<file path="src/sv/dss_pkg.sv">
`timescale 1ns / 1ps
// ----------------------------------------------------------------------------
// dss_pkg: deadman switch supervisor shared types and constants
// LED mode codes, register indexes, limits and the structs passed between
// the supervisor's modules.
// ----------------------------------------------------------------------------
package dss_pkg;

  localparam int CntW = 16;
  localparam int AdcW = 12;
  localparam int LedW = 3;
  localparam int RegIdxW = 3;
  localparam int RegDataW = 16;

  localparam logic [LedW-1:0] LED_DARK   = 3'd0;
  localparam logic [LedW-1:0] LED_LIT    = 3'd1;
  localparam logic [LedW-1:0] LED_1HZ    = 3'd2;
  localparam logic [LedW-1:0] LED_2HZ    = 3'd3;
  localparam logic [LedW-1:0] LED_4HZ    = 3'd4;
  localparam logic [LedW-1:0] LED_1HZ75  = 3'd5;

  localparam logic [RegIdxW-1:0] REG_ACTIVE_MODE    = 3'd0;
  localparam logic [RegIdxW-1:0] REG_MAX_OPEN       = 3'd1;
  localparam logic [RegIdxW-1:0] REG_MAX_CLOSE      = 3'd2;
  localparam logic [RegIdxW-1:0] REG_WARN_START     = 3'd3;
  localparam logic [RegIdxW-1:0] REG_OPEN_THRESHOLD = 3'd4;

  localparam logic [AdcW-1:0] THRESHOLD_RESET = 12'd1638;

  localparam logic [CntW-1:0] MIN_CLOSE_FOR_WARN = 16'd76;
  localparam logic [CntW:0]   WARN_MARGIN        = 17'd60;
  localparam logic [CntW-1:0] WARN_DEFAULT       = 16'd20;
  localparam logic [CntW-1:0] FAST_WINDOW        = 16'd20;
  localparam logic [CntW-1:0] MEDIUM_WINDOW      = 16'd40;

  typedef struct packed {
    logic            active_mode;
    logic [CntW-1:0] max_open_ticks;
    logic [CntW-1:0] max_close_ticks;
    logic [CntW-1:0] warn_start_ticks;
    logic [AdcW-1:0] open_threshold;
  } cfg_t;

  typedef struct packed {
    logic            last_open;
    logic [CntW-1:0] open_count;
    logic [CntW-1:0] closed_count;
    logic [CntW-1:0] warn_point;
  } state_t;

  typedef struct packed {
    logic            op;
    logic [AdcW-1:0] sample;
    logic            sample_ok;
    logic            past_status;
    logic [LedW-1:0] permit_led;
    logic [LedW-1:0] nonpermit_led;
  } in_t;

  typedef struct packed {
    logic            status;
    logic [LedW-1:0] new_permit_led;
    logic [LedW-1:0] new_nonpermit_led;
  } res_t;

endpackage

</file>
<file path="src/sv/deadman_switch_supervisor.sv">
`timescale 1ns / 1ps
// ----------------------------------------------------------------------------
// deadman_switch_supervisor: deadman safety switch supervisor
// Path: input register, combinational tick logic and state update, then the
// result register, loaded when the output is free. Throughput: one word per
// cycle while the output does not stall.
// Reset: rst clears the state, the registers (threshold to 1638) and both
// valid flags; the block takes words in the cycle after reset.
// ----------------------------------------------------------------------------
module deadman_switch_supervisor
  import dss_pkg::*;
(
  input  logic                clk,
  input  logic                rst,
  input  logic                cfg_we,
  input  logic [RegIdxW-1:0]  cfg_index,
  input  logic [RegDataW-1:0] cfg_wdata,
  input  logic                s_axis_tvalid,
  output logic                s_axis_tready,
  // sample[11:0], sample_ok[12], past_status[13], permit_led[16:14],
  // nonpermit_led[19:17], zero fill[23:20]
  input  logic [23:0]         s_axis_tdata,
  // op[0]
  input  logic                s_axis_tuser,
  output logic                m_axis_tvalid,
  input  logic                m_axis_tready,
  // status[0], new_permit_led[3:1], new_nonpermit_led[6:4], zero fill[7]
  output logic [7:0]          m_axis_tdata
);

  cfg_t   cfg;
  state_t st;
  state_t st_next;
  in_t    in_reg;
  logic   in_valid;
  res_t   res_next;
  res_t   res_reg;
  logic   out_valid;
  logic   advance;

  assign advance       = in_valid && (!out_valid || m_axis_tready);
  assign s_axis_tready = !rst && (!in_valid || advance);

  always_ff @(posedge clk) begin
    if (rst) begin
      cfg.active_mode      <= 1'b0;
      cfg.max_open_ticks   <= '0;
      cfg.max_close_ticks  <= '0;
      cfg.warn_start_ticks <= '0;
      cfg.open_threshold   <= THRESHOLD_RESET;
    end else if (cfg_we) begin
      case (cfg_index)
        REG_ACTIVE_MODE:    cfg.active_mode      <= cfg_wdata[0];
        REG_MAX_OPEN:       cfg.max_open_ticks   <= cfg_wdata[CntW-1:0];
        REG_MAX_CLOSE:      cfg.max_close_ticks  <= cfg_wdata[CntW-1:0];
        REG_WARN_START:     cfg.warn_start_ticks <= cfg_wdata[CntW-1:0];
        REG_OPEN_THRESHOLD: cfg.open_threshold   <= cfg_wdata[AdcW-1:0];
        default: ;
      endcase
    end
  end

  always_ff @(posedge clk) begin
    if (s_axis_tvalid && s_axis_tready) begin
      in_reg.op            <= s_axis_tuser;
      in_reg.sample        <= s_axis_tdata[11:0];
      in_reg.sample_ok     <= s_axis_tdata[12];
      in_reg.past_status   <= s_axis_tdata[13];
      in_reg.permit_led    <= s_axis_tdata[16:14];
      in_reg.nonpermit_led <= s_axis_tdata[19:17];
    end
  end

  always_ff @(posedge clk) begin
    if (rst) begin
      in_valid <= 1'b0;
    end else if (s_axis_tready) begin
      in_valid <= s_axis_tvalid;
    end
  end

  dss_step u_step (
    .cfg     (cfg),
    .st      (st),
    .in_word (in_reg),
    .st_next (st_next),
    .res     (res_next)
  );

  always_ff @(posedge clk) begin
    if (rst) begin
      st <= '0;
    end else if (advance) begin
      st <= st_next;
    end
  end

  always_ff @(posedge clk) begin
    if (advance) begin
      res_reg <= res_next;
    end
  end

  always_ff @(posedge clk) begin
    if (rst) begin
      out_valid <= 1'b0;
    end else if (advance) begin
      out_valid <= 1'b1;
    end else if (m_axis_tready) begin
      out_valid <= 1'b0;
    end
  end

  assign m_axis_tvalid = out_valid;
  assign m_axis_tdata  = {1'b0, res_reg.new_nonpermit_led, res_reg.new_permit_led,
                          res_reg.status};

endmodule

</file>
<file path="src/sv/dss_step.sv">
`timescale 1ns / 1ps
// ----------------------------------------------------------------------------
// dss_step: one supervision tick
// Computes the result word and the next supervisor state from one input
// word, the current state and the register settings.
// ----------------------------------------------------------------------------
module dss_step
  import dss_pkg::*;
(
  input  cfg_t   cfg,
  input  state_t st,
  input  in_t    in_word,
  output state_t st_next,
  output res_t   res
);

  logic            now_open;
  logic [CntW-1:0] oc_inc;
  logic [CntW-1:0] cc_inc;
  logic [CntW-1:0] open_left;
  logic [CntW-1:0] close_left;
  logic [CntW:0]   warn_limit;
  logic [LedW-1:0] pled;
  logic [LedW-1:0] nled;
  logic            status;

  assign now_open   = in_word.sample > cfg.open_threshold;
  assign oc_inc     = st.open_count + 16'd1;
  assign cc_inc     = st.closed_count + 16'd1;
  assign open_left  = cfg.max_open_ticks - oc_inc;
  assign close_left = cfg.max_close_ticks - cc_inc;
  assign warn_limit = {1'b0, cfg.max_close_ticks} + WARN_MARGIN;

  always_comb begin
    st_next = st;
    pled    = in_word.permit_led;
    nled    = in_word.nonpermit_led;
    status  = 1'b0;
    if (in_word.op) begin
      st_next.last_open = now_open;
      if (cfg.active_mode) begin
        if (cfg.max_close_ticks > MIN_CLOSE_FOR_WARN &&
            {1'b0, cfg.warn_start_ticks} < warn_limit) begin
          st_next.warn_point = cfg.max_close_ticks - cfg.warn_start_ticks;
        end else begin
          st_next.warn_point = cfg.max_close_ticks - WARN_DEFAULT;
        end
        if (now_open) begin
          st_next.open_count   = cfg.max_open_ticks;
          st_next.closed_count = '0;
        end else begin
          st_next.open_count   = '0;
          st_next.closed_count = cfg.max_close_ticks;
        end
      end else begin
        st_next.open_count   = cfg.max_open_ticks;
        st_next.closed_count = '0;
      end
      status = now_open;
    end else if (!in_word.sample_ok) begin
      status = in_word.past_status;
    end else if (now_open == st.last_open) begin
      if (now_open) begin
        st_next.open_count = oc_inc;
        if (st.open_count < cfg.max_open_ticks) begin
          if (open_left < FAST_WINDOW) begin
            if (pled != LED_DARK) begin
              pled = LED_4HZ;
            end else if (nled == LED_1HZ75) begin
              nled = LED_4HZ;
            end
          end
        end else begin
          status = 1'b1;
        end
      end else if (cfg.active_mode) begin
        if (st.closed_count >= cfg.max_close_ticks) begin
          status = 1'b1;
        end else begin
          st_next.closed_count = cc_inc;
          if (cc_inc > st.warn_point || nled == LED_1HZ75) begin
            if (pled == LED_LIT) begin
              pled = LED_1HZ;
            end else if (pled == LED_1HZ || nled == LED_1HZ75) begin
              if (close_left < MEDIUM_WINDOW && pled == LED_1HZ) begin
                pled = LED_2HZ;
              end
            end else if (pled == LED_2HZ || pled == LED_1HZ75) begin
              if (close_left < FAST_WINDOW) begin
                pled = LED_4HZ;
              end
            end else if (nled == LED_1HZ75) begin
              if (close_left < FAST_WINDOW) begin
                nled = LED_4HZ;
              end
            end else if (cc_inc >= cfg.max_close_ticks) begin
              status = 1'b1;
            end
          end
        end
      end
    end else begin
      status = in_word.past_status;
      if (!now_open) begin
        if (pled != LED_DARK) begin
          pled = LED_LIT;
        end
        st_next.last_open = 1'b0;
      end else begin
        if (pled == LED_DARK && nled != LED_1HZ75) begin
          status = 1'b1;
        end else begin
          st_next.last_open = 1'b1;
        end
      end
      st_next.open_count   = '0;
      st_next.closed_count = '0;
    end
  end

  assign res.status            = status;
  assign res.new_permit_led    = pled;
  assign res.new_nonpermit_led = nled;

endmodule

</file>
<file path="config.mk">
export PLATFORM = sky130hd
export DESIGN_NAME = deadman_switch_supervisor
export DESIGN_NICKNAME = d
export VERILOG_FILES = /design/src/sv/dss_pkg.sv /design/src/sv/deadman_switch_supervisor.sv /design/src/sv/dss_step.sv
export SDC_FILE = /design/constraint.sdc
export NUM_CORES = 1
export LEC_CHECK = 0
export ABC_AREA = 1
export BUFFER_PORTS_ARGS = -buffer_cell sky130_fd_sc_hd__buf_4
export CAP_MARGIN = 30
export CORE_ASPECT_RATIO = 0.6
export CORE_MARGIN = 4
export CORE_UTILIZATION = 39
export CTS_CLUSTER_SIZE = 30
export DETAILED_ROUTE_END_ITERATION = 12
export PLACE_DENSITY = 0.61
export RECOVER_POWER = 25
export SYNTH_ARGS = -nofsm -noshare
export SYNTH_HDL_FRONTEND = slang
export SYNTH_HIERARCHICAL = 1
export SYNTH_SLANG_ARGS = --single-unit
</file>
<file path="constraint.sdc">
create_clock -name clk -period 4.35 [get_ports clk]
set_input_delay 0.87 -clock clk [delete_from_list [all_inputs] [get_ports clk]]
set_output_delay 0.87 -clock clk [all_outputs]
set_load 0.05 [all_outputs]
</file>
==> results of run 1 <==
[path summary, 6_finish.rpt]
path | startpoint | to | slack [ns]
worst min-delay path | cfg[5] | cfg[5] | 0.48
worst min register to register | cfg[5] | cfg[5] | 0.48
worst max-delay path | st[33] | m_axis_tdata[1] | 0.41
worst max register to register | st[33] | m_axis_tdata[1] | 0.41
[cells by family after synthesis]
| kind of cell | after synthesis | synth area share [%] |
|---|---|---|
| AND/OR/NAND/NOR | 1064 | 37.20 |
| buffers and inverters | 333 | 10.51 |
| AO/OA/AOI/OAI | 276 | 12.51 |
| flip-flops | 140 | 24.26 |
| adder cells (fa/ha/maj) | 114 | 11.28 |
| XOR/XNOR | 61 | 4.204 |
| other | 1 | 0.02951 |
[final cells by class]
cell class,instances,area (um2)
clock buffer,17,425.4
sequential,140,3084
multi-input combinational,1516,8323
tap,416,520.5
clock inverter,15,191.4
fill,3290,17410
inverter,265,996.0
timing repair buffer,92,703.2
[placed cells by master (no fill, tap or decap), drive strengths merged, types with 3 or more instances in the layout]
| cell type | n |
|---|---|
| nand3b | 56 |
| dfxtp | 112 |
| nand3 | 167 |
| o21bai | 3 |
| o31ai | 13 |
| o221ai | 6 |
| clkinv | 10 |
| xnor2 | 11 |
| o211ai | 21 |
| nor3 | 19 |
| ha | 113 |
| nor2 | 330 |
| a21o | 3 |
| edfxtp | 28 |
| nand4 | 25 |
| buf | 68 |
| o21ai | 101 |
| and2 | 3 |
| nand2 | 455 |
| xor2 | 50 |
| nor4 | 3 |
| inv | 270 |
| o22ai | 15 |
| a21oi | 94 |
| clkbuf | 41 |
| a31oi | 8 |
[power by group through the flow]
stage,sequential (W),clock (W),combinational [W]
2_1_floorplan,0.00148,0,0.000898
3_3_place_gp,0.00150,0,0.00119
3_5_place_dp,0.00150,0,0.00122
4_1_cts,0.00147,0.00156,0.00123
5_1_grt,0.00148,0.00161,0.00141
6_report,0.00148,0.00152,0.00125
[metrics by stage]
| step | instances | utilization (%) | hold slack, ns | power, W | instance area [um2] |
|---|---|---|---|---|---|
| 2_1_floorplan | 1989 | - | 0.4417 | 0.002379 | 12710 |
| 3_5_place_dp | 2428 | 42.97 | 0.4637 | 0.002722 | 13600 |
| 3_3_place_gp | 2427 | 42.89 | 0.4572 | 0.002693 | 13580 |
| 5_1_grt | 2461 | 45.00 | 0.5091 | 0.004504 | 14240 |
| 6_report | 2461 | 45.00 | 0.4822 | 0.004253 | 14240 |
| 4_1_cts | 2460 | 44.92 | 0.4846 | 0.004257 | 14220 |
[what timing repair did]
item / in CTS / in global routing
endpoints found under the setup margin: 0 / 4
resized for setup: 0 / 5
buffers inserted: 0 / 1
[critical path, stage by stage (launching register included)]
cell	delay, ns
dfxtp_1	0.40
ha_1	0.21
nand3_1	0.11
nor2_1	0.12
inv_1	0.09
nor3_2	0.25
nand2_1	0.11
nor3_1	0.21
inv_1	0.08
o21ai_0	0.15
nand2_1	0.10
ha_1	0.32
nand2_1	0.11
nor2_1	0.07
a221oi_1	0.25
nand2_1	0.12
xor2_1	0.14
nand4_1	0.13
nor3_1	0.15
nand4_1	0.25
a21oi_1	0.25
a21oi_2	0.08
[per-layer routing]
metal  GRT usage (%)  share of wire [%]  vias up
li1                -                  -     6586
met1           37.88                 51     6101
met2           28.96                 36      561
met3           8.111                 12       47
met4           3.726               0.97        0
met5               0                  0        -
==> metrics.cfg, run 1 <==
[timing]
drv_slew=73
rsz0062_at_grt=false
fin_crit_sh_pct=90.48
slew_headroom_pct=-81.03
worst_slew_pin_slew_ns=2.715
setup_slack_ns=0.4141
fin_skew_ns=0.01834
clock.fmax_mhz=254.1
period_needed_ns=3.936
finalSetupTns_ns=0
hold_viol=0
setup_viol=0

[place]
portBuffers=53
gp_congestion=0.9432
dp_slack_ns=0.2706
post-dp-hpwl_mm=32.87

[floorplan]
die_w_um=241.0
die_h_um=147.8
core_um2=31660
initial_core_util_pct=40.14
dieArea_um2=35630
placementRows=50
io_pins=59

[drt]
ant_nets=0
routedWlPerCell_um=17.13
drt_pass1_iterations=6
drtIter0Drc=1637
routed_wl_mm=42.15
viasPerCell=5.402
vias=13300
post-route-drc-count=0

[yosys]
yosys_most_used_dff=dfxtp_1
synth-async-reset-ratio_pct=0
synth-seq-area-share_pct=24.26
netlist_instances=1989
synthTopCellsByCount=442 x nand2_1, 312 x nor2_1, 260 x inv_1
synth.area.top_cells=dfxtp_1 18%, nand2_1 13%, ha_1 11%, nor2_1 9.2%, inv_1 7.7%
synth.most_common_cell=nand2_1
ys_warn_count=6
synth_area_leader_cell=dfxtp_1
synth_edf_count=28
syn_area_per_cell_um2=6.389
netlist_area_um2=12710
synth_top_area_share_pct=17.64
synth_cell_type_count=56
syn-num-nets=2152
synth-seq-cells=140

[layout]
fin_nets=2195
layout-drive-gt1-share_pct=8.998
diodes=0
largest_reg_flops=61
area_delta_synth_final_pct=12.09

[run_status]
status=complete, but fails checks
violations=max-capacitance violations, max-slew violations

[setup_path]
cp.arrival_ns=4.14
startpoint_type=register
cp.required_ns=4.56
crit_fanout=4
cp-end-kind=register
crit_type=reg2reg
reg2reg_depth=21

[worst_hold_path]
min_path_type=reg2reg
hold_depth=2

[power]
p_leak_nw=6.823
p_switching_w=0.001630
power_frac_seq_pct=34.7
swShare_pct=38.32
powerDensity_nw_per_um2=298.6
p_comb_share_pct=29.5
peakVddDrop_mv=0.3347
clkPwrFrac_pct=35.8
p_int_w=0.002623

[clock_tree]
cts_tree=yes
cts_made_buffers=17
cts-htree-levels=4
clock_path_buffers=2
clk_latency_ns=0.45
clk_pin_slew_worst_paths_ns=0.08
cts_root_buf=clkbuf_16
cts_sinks=140
cts_hold_buf=0

[global_route]
grt_usage_pct=23.34
antenna_found_initial=0
grt_pass1_wl_mm=65.51
grt.overflow.total=0
grt_max_degree=64
grt_pass1_vias=11680

[run]
maxCapViolCount=2

(Power assumes the default switching activity.)
==> inputs of run 2 (changes only) <==
--- a/config.mk
+++ b/config.mk
@@ -9,5 +9,5 @@
 export BUFFER_PORTS_ARGS = -buffer_cell sky130_fd_sc_hd__buf_4
 export CAP_MARGIN = 30
-export CORE_ASPECT_RATIO = 0.6
+export CORE_ASPECT_RATIO = 0.8
 export CORE_MARGIN = 4
 export CORE_UTILIZATION = 39
@@ -16,4 +16,5 @@
 export PLACE_DENSITY = 0.61
 export RECOVER_POWER = 25
+export REMOVE_ABC_BUFFERS = 1
 export SYNTH_ARGS = -nofsm -noshare
 export SYNTH_HDL_FRONTEND = slang
==> constraint.sdc (replaced) <==
create_clock -name clk -period 4.35 [get_ports clk]
set_input_delay 1.0875 -clock clk [delete_from_list [all_inputs] [get_ports clk]]
set_output_delay 1.0875 -clock clk [all_outputs]
set_load 0.05 [all_outputs]
==> run 2 against run 1 <==
  * The flow now finishes without violations
  * Die area is 0.22% lower
  * Critical path type unchanged
  * Global-route usage is 2.0 points lower
  * Cell area is 0.69% lower
  * Clock power is 5% lower
  * Critical endpoint is now m_axis_tdata[4]
==> metrics.cfg, run 2 (synthesis results as in run 1) <==
[place]
placed_cells=2427  ; -0.041%
gp_congestion=0.9266  ; -1.8%
portBuffers=53  ; unchanged
post-dp-hpwl_mm=29.79  ; -9.4%

[global_route]
antenna_found_initial=0  ; unchanged
grt_pass1_wl_mm=61.90  ; -5.5%
use_met3_pct=3.585  ; -4.5 points
grt-busiest-layer=met1
grt_pass1_vias=11900  ; +1.8%
use_met2_pct=30.29  ; +1.3 points
use_met1_pct=33.12  ; -4.8 points
grt_max_degree=62  ; -3.1%
grt.overflow.total=0  ; unchanged
grt_usage_pct=21.36  ; -2.0 points

[floorplan]
io_pins=59  ; unchanged
die_w_um=209.8  ; -13%
core_um2=31790  ; +0.41%
die_h_um=169.5  ; +15%
placementRows=58  ; +16%
initial_core_util_pct=39.98  ; -0.16 points
dieArea_um2=35550  ; -0.22%

[run_status]
status=complete, no violations

[layout]
layout-drive-gt1-share_pct=8.681  ; -0.32 points
largest_reg_flops=61  ; unchanged
diodes=0  ; unchanged
final_common_cell=nand2_1
final_core_util_pct=44.50  ; -0.49 points
instances_no_fill=2459  ; -0.081%
fin_nets=2189  ; -0.27%
area_delta_synth_final_pct=11.32
final_cell_mix=442 x nand2_1, 311 x nor2_1, 259 x inv_1

[setup_path]
crit_type=reg2reg
cp.required_ns=4.54  ; -0.02 ns
path_buf_inv=4  ; +2
crit_fanout=5  ; +1
critPathSlowestCell=dfxtp_1
max_stage_delay_ns=0.36  ; -0.04 ns
cp_top_family=simple AND/OR/NAND/NOR gates
cp-end-kind=register
crit_top_cell=nor2_1
startpoint_type=register
cp.arrival_ns=4.15  ; about the same
path_cells=inv_1, nor3_2, nand2_1, nor2_1, nand3_1, nor2_1, inv_1, nor3_1, inv_1, nor2_1, xor2_2, ha_1, nand2_1, nor2_1, a221oi_1, nand2_1, xor2_1, nand4_1, nor3_1, nand4_1, buf_4, o31a_1

[timing]
worst_slew_pin_slew_ns=1.433  ; -1.283 ns
hold_slack_ns=0.4494  ; -0.03279 ns
slew_headroom_pct=4.476  ; +86 points
fin_skew_ns=0.01496  ; -0.003376 ns
period_needed_ns=3.959  ; +0.02325 ns
rsz0062_at_grt=false
finalSetupTns_ns=0  ; unchanged
setup_viol=0  ; unchanged
fin_crit_sh_pct=91.02  ; +0.53 points
clock.fmax_mhz=252.6  ; -0.59%
hold_viol=0  ; unchanged
drv_slew=0  ; -100%

[drt]
viasPerCell=5.264  ; -2.6%
vias=12950  ; -2.6%
post-route-drc-count=0  ; unchanged
routed_wl_mm=38.25  ; -9.2%
routedWlPerCell_um=15.55  ; -9.2%
drt_pass1_iterations=6  ; unchanged
ant_nets=0  ; unchanged
drtIter0Drc=1274  ; -22%

[power]
peakVddDrop_mv=0.2691  ; -20%
p_total_w=0.004118  ; -3.2%
p_comb_share_pct=29.5  ; about the same
power_frac_seq_pct=35.6  ; +0.9 points
p_leak_nw=6.765  ; -0.86%
p_switching_w=0.001521  ; -6.6%
clkPwrFrac_pct=34.9  ; -0.9 points
swShare_pct=36.95  ; -1.4 points
p_int_w=0.002596  ; -1.0%
powerDensity_nw_per_um2=291.1  ; -2.5%

[worst_hold_path]
min_path_type=reg2reg

[clock_tree]
cts_made_buffers=17  ; unchanged
clk_pin_slew_worst_paths_ns=0.07  ; about the same
cts_tree=yes
clk_latency_ns=0.45  ; about the same
cts_sinks=140  ; unchanged
clock_path_buffers=2  ; unchanged
cts_root_buf=clkbuf_16
cts-htree-levels=4  ; unchanged

[run]
maxCapViolCount=0  ; -2

run 2: cell types whose count changed in the layout (fill, tap and decap cells not counted), sizes merged:
cell / before / now
buf: 68 / 63
clkinvlp: 0 / 1
inv: 270 / 268
run 2: power groups by stage:
stage / clock network [W] / registers, W / logic, W
2_1_floorplan: 0 / 0.00149 / 0.000868
3_3_place_gp: 0 / 0.00149 / 0.00117
3_5_place_dp: 0 / 0.00149 / 0.00120
4_1_cts: 0.00147 / 0.00146 / 0.00120
5_1_grt: 0.00152 / 0.00148 / 0.00138
6_report: 0.00144 / 0.00147 / 0.00122
run 2: metal layers:
| metal | routed length, um | vias up |
|---|---|---|
| met3 | 2763 | 48 |
| li1 | - | 6582 |
| met2 | 14970 | 471 |
| met4 | 730 | 0 |
| met5 | 0 | - |
| met1 | 19790 | 5844 |
run 2: worst paths after layout:
| kind | startpoint | endpoint | slack [ns] | depth (start not counted) |
|---|---|---|---|---|
| max | st[32] | m_axis_tdata[4] | 0.39 | 22 |
| min | in_reg[2] | m_axis_tdata[6] | 0.45 | 0 |
| max reg2reg | st[32] | m_axis_tdata[4] | 0.39 | 22 |
| min reg2reg | in_reg[2] | m_axis_tdata[6] | 0.45 | 0 |
run 2: area by class of cell:
cell class              count  area (um2)
well taps                 420       525.5
clock buffers              18       439.2
clock inverters            14       127.6
multi-input cells        1516        8312
inverters                 265       996.0
repair buffers             86       661.9
fillers                  3342       17640
flip-flops and latches    140        3084
run 2: stage by stage:
stage	worst slack, ns	instance area (um2)
floorplan	0.05575	12370
global placement	0.3573	13540
detailed placement	0.3059	13570
CTS	0.2946	14140
global route	0.02928	14150
finish	0.3908	14150
run 2: repair_timing:
item	in CTS	in global routing
endpoints found under the hold margin	0	0
buffers inserted	0	0
endpoints found under the setup margin	0	4
hold buffers	0	0
resized for setup	0	2
run 2: worst reg2reg max path, stage by stage, from the launching register on:
cell and delay, ns:
dfxtp_1 0.36, inv_1 0.11, nor3_2 0.21, nand2_1 0.07, nor2_1 0.15, nand3_1 0.11
nor2_1 0.11, inv_1 0.06, nor3_1 0.13, inv_1 0.07, nor2_1 0.21, xor2_2 0.28
ha_1 0.34, nand2_1 0.10, nor2_1 0.06, a221oi_1 0.27, nand2_1 0.10, xor2_1 0.14
nand4_1 0.14, nor3_1 0.17, nand4_1 0.10, buf_4 0.18, o31a_1 0.24
==> inputs of run 3 (changes only) <==
Settings changed: REMOVE_ABC_BUFFERS 1 to unset.
==> run 3 against run 2 <==
  * Highest routed layer unchanged
  * The run now ends with max-capacitance violations, max-slew violations left
  * Critical endpoint is now m_axis_tdata[3]
  * Global-route usage increased by 0.47 points
  * Count of clock-buffer cells in the layout is 2 higher
  * Sequential share of layout area about the same
  * Core utilization hardly changed
==> metrics.cfg, run 3 (synthesis results as in run 1) <==
[run_status]
status=complete, but fails checks
violations=max-capacitance violations, max-slew violations

[floorplan]
die_w_um=209.8  ; unchanged
placementRows=58  ; unchanged
io_pins=59  ; unchanged
die_h_um=169.5  ; unchanged
dieArea_um2=35550  ; unchanged
core_um2=31790  ; unchanged
initial_core_util_pct=39.98  ; unchanged

[place]
placed_cells=2425  ; -0.082%
placed_area_um2=13560  ; -0.11%
gp_congestion=0.9485  ; +2.4%
portBuffers=53  ; unchanged
post-dp-hpwl_mm=29.92  ; +0.44%

[setup_path]
path_buf_inv=6  ; +2
r2r_slack_ns=0.39  ; about the same
cp.arrival_ns=4.16  ; about the same
max_stage_delay_ns=0.39  ; +0.03 ns
crit_fanout=4  ; -1
critPathSlowestCell=nor3_1
reg2reg_depth=25  ; +14%
cp.required_ns=4.55  ; about the same
cp-end-kind=register
r2r_start=st[33]
startpoint_type=register
cp_top_family=simple AND/OR/NAND/NOR gates
rr_endpoint=m_axis_tdata[3]
crit_type=reg2reg

[timing]
drv_slew=22  ; +22
finalSetupTns_ns=0  ; unchanged
rsz0062_at_grt=false
clock.fmax_mhz=252.7  ; about the same
fin_crit_sh_pct=90.98  ; about the same
worst_slew_pin_slew_ns=1.646  ; +0.2132 ns
slew_headroom_pct=-9.734  ; -14 points
hold_slack_ns=0.4588  ; +0.009458 ns
fin_skew_ns=0.01402  ; -0.0009347 ns
period_needed_ns=3.958  ; -0.001417 ns
setup_viol=0  ; unchanged
hold_viol=0  ; unchanged

[layout]
largest_reg_flops=61  ; unchanged
area_delta_synth_final_pct=11.23  ; about the same
layout-drive-gt1-share_pct=8.636  ; -0.045 points
design_area_um2=14130  ; about the same
diodes=0  ; unchanged
fillCellCount=3341  ; -0.030%
final_cell_mix=442 x nand2_1, 309 x nor2_1, 259 x inv_1
fin_nets=2188  ; -0.046%
instances_no_fill=2458  ; -0.041%
final_common_cell=nand2_1

[clock_tree]
cts_hold_buf=0  ; unchanged
cts-htree-levels=4  ; unchanged
cts_sinks=140  ; unchanged
cts_made_buffers=17  ; unchanged
cts_root_buf=clkbuf_16
clk_latency_ns=0.45  ; about the same
clock_path_buffers=2  ; unchanged
clk_pin_slew_worst_paths_ns=0.06  ; about the same
cts_tree=yes

[drt]
post-route-drc-count=0  ; unchanged
drt_pass1_iterations=6  ; unchanged
vias=12950  ; +0.062%
routed_wl_mm=39.18  ; +2.4%
routedWlPerCell_um=15.94  ; +2.5%
drtIter0Drc=1180  ; -7.4%
viasPerCell=5.270  ; +0.10%
ant_nets=0  ; unchanged

[power]
p_total_w=0.004109  ; -0.21%
peakVddDrop_mv=0.2764  ; +2.7%
powerDensity_nw_per_um2=290.7  ; -0.12%
p_leak_nw=6.747  ; -0.27%

[worst_hold_path]
hold_depth=0  ; unchanged
min_path_type=reg2reg
min_from=in_reg[1]
worst_hold_path.endpoint=m_axis_tdata[5]

[global_route]
grt_pass1_wl_mm=62.84  ; +1.5%
grt.overflow.total=0  ; unchanged
antenna_found_initial=0  ; unchanged
grt_pass1_vias=12080  ; +1.5%
grt_usage_pct=21.83  ; +0.47 points
grt_max_degree=65  ; +4.8%

[run]
maxCapViolCount=1  ; +1

[run 3: repair_timing]
action	4_1_cts	5_1_grt
endpoints found under the setup margin	0	4
gates resized for setup	0	5
setup buffers	0	1
[run 3: final cells by class]
type	count	area, um2	share of cell area (%)
multi-input combinational	1516	8318	58.85
sequential	140	3084	21.82
inverter	265	996.0	7.047
timing repair buffer	85	650.6	4.603
tap	420	525.5	3.718
clock buffer	20	457.9	3.240
clock inverter	12	101.3	0.7171
[run 3: worst max path at each step]
stage | startpoint | endpoint | cells past startpoint
after global routing | st[33] | m_axis_tdata[3] | 25
after CTS | st[32] | m_axis_tdata[4] | 21
after floorplan | st[34] | m_axis_tdata[4] | 22
after detailed placement | st[32] | m_axis_tdata[4] | 21
after global placement | st[32] | m_axis_tdata[1] | 22
final | st[33] | m_axis_tdata[3] | 25
[run 3: through the flow]
| stage | utilization, % | worst slack [ns] |
|---|---|---|
| 2_1_floorplan | - | 0.8625 |
| 3_3_place_gp | 42.56 | 0.3017 |
| 3_5_place_dp | 42.65 | 0.2523 |
| 4_1_cts | 44.41 | 0.2208 |
| 5_1_grt | 44.47 | 0.001715 |
| 6_report | 44.47 | 0.3923 |
[run 3: report_power, final]
| group | total [W] | internal, W | switching, W |
|---|---|---|---|
| Sequential | 0.00147 | 0.00139 | 0.0000759 |
| Combinational | 0.00122 | 0.000443 | 0.000780 |
| Clock | 0.00142 | 0.000777 | 0.000643 |
| Total | 0.00411 | 0.00261 | 0.00150 |
[run 3: metal layers]
layer,routed length [um],vias to the layer above,GRT usage [%]
li1,-,6574,-
met1,19460,5921,31.58
met4,710,0,5.275
met2,16370,407,33.49
met3,2642,51,4.472
met5,0,-,0
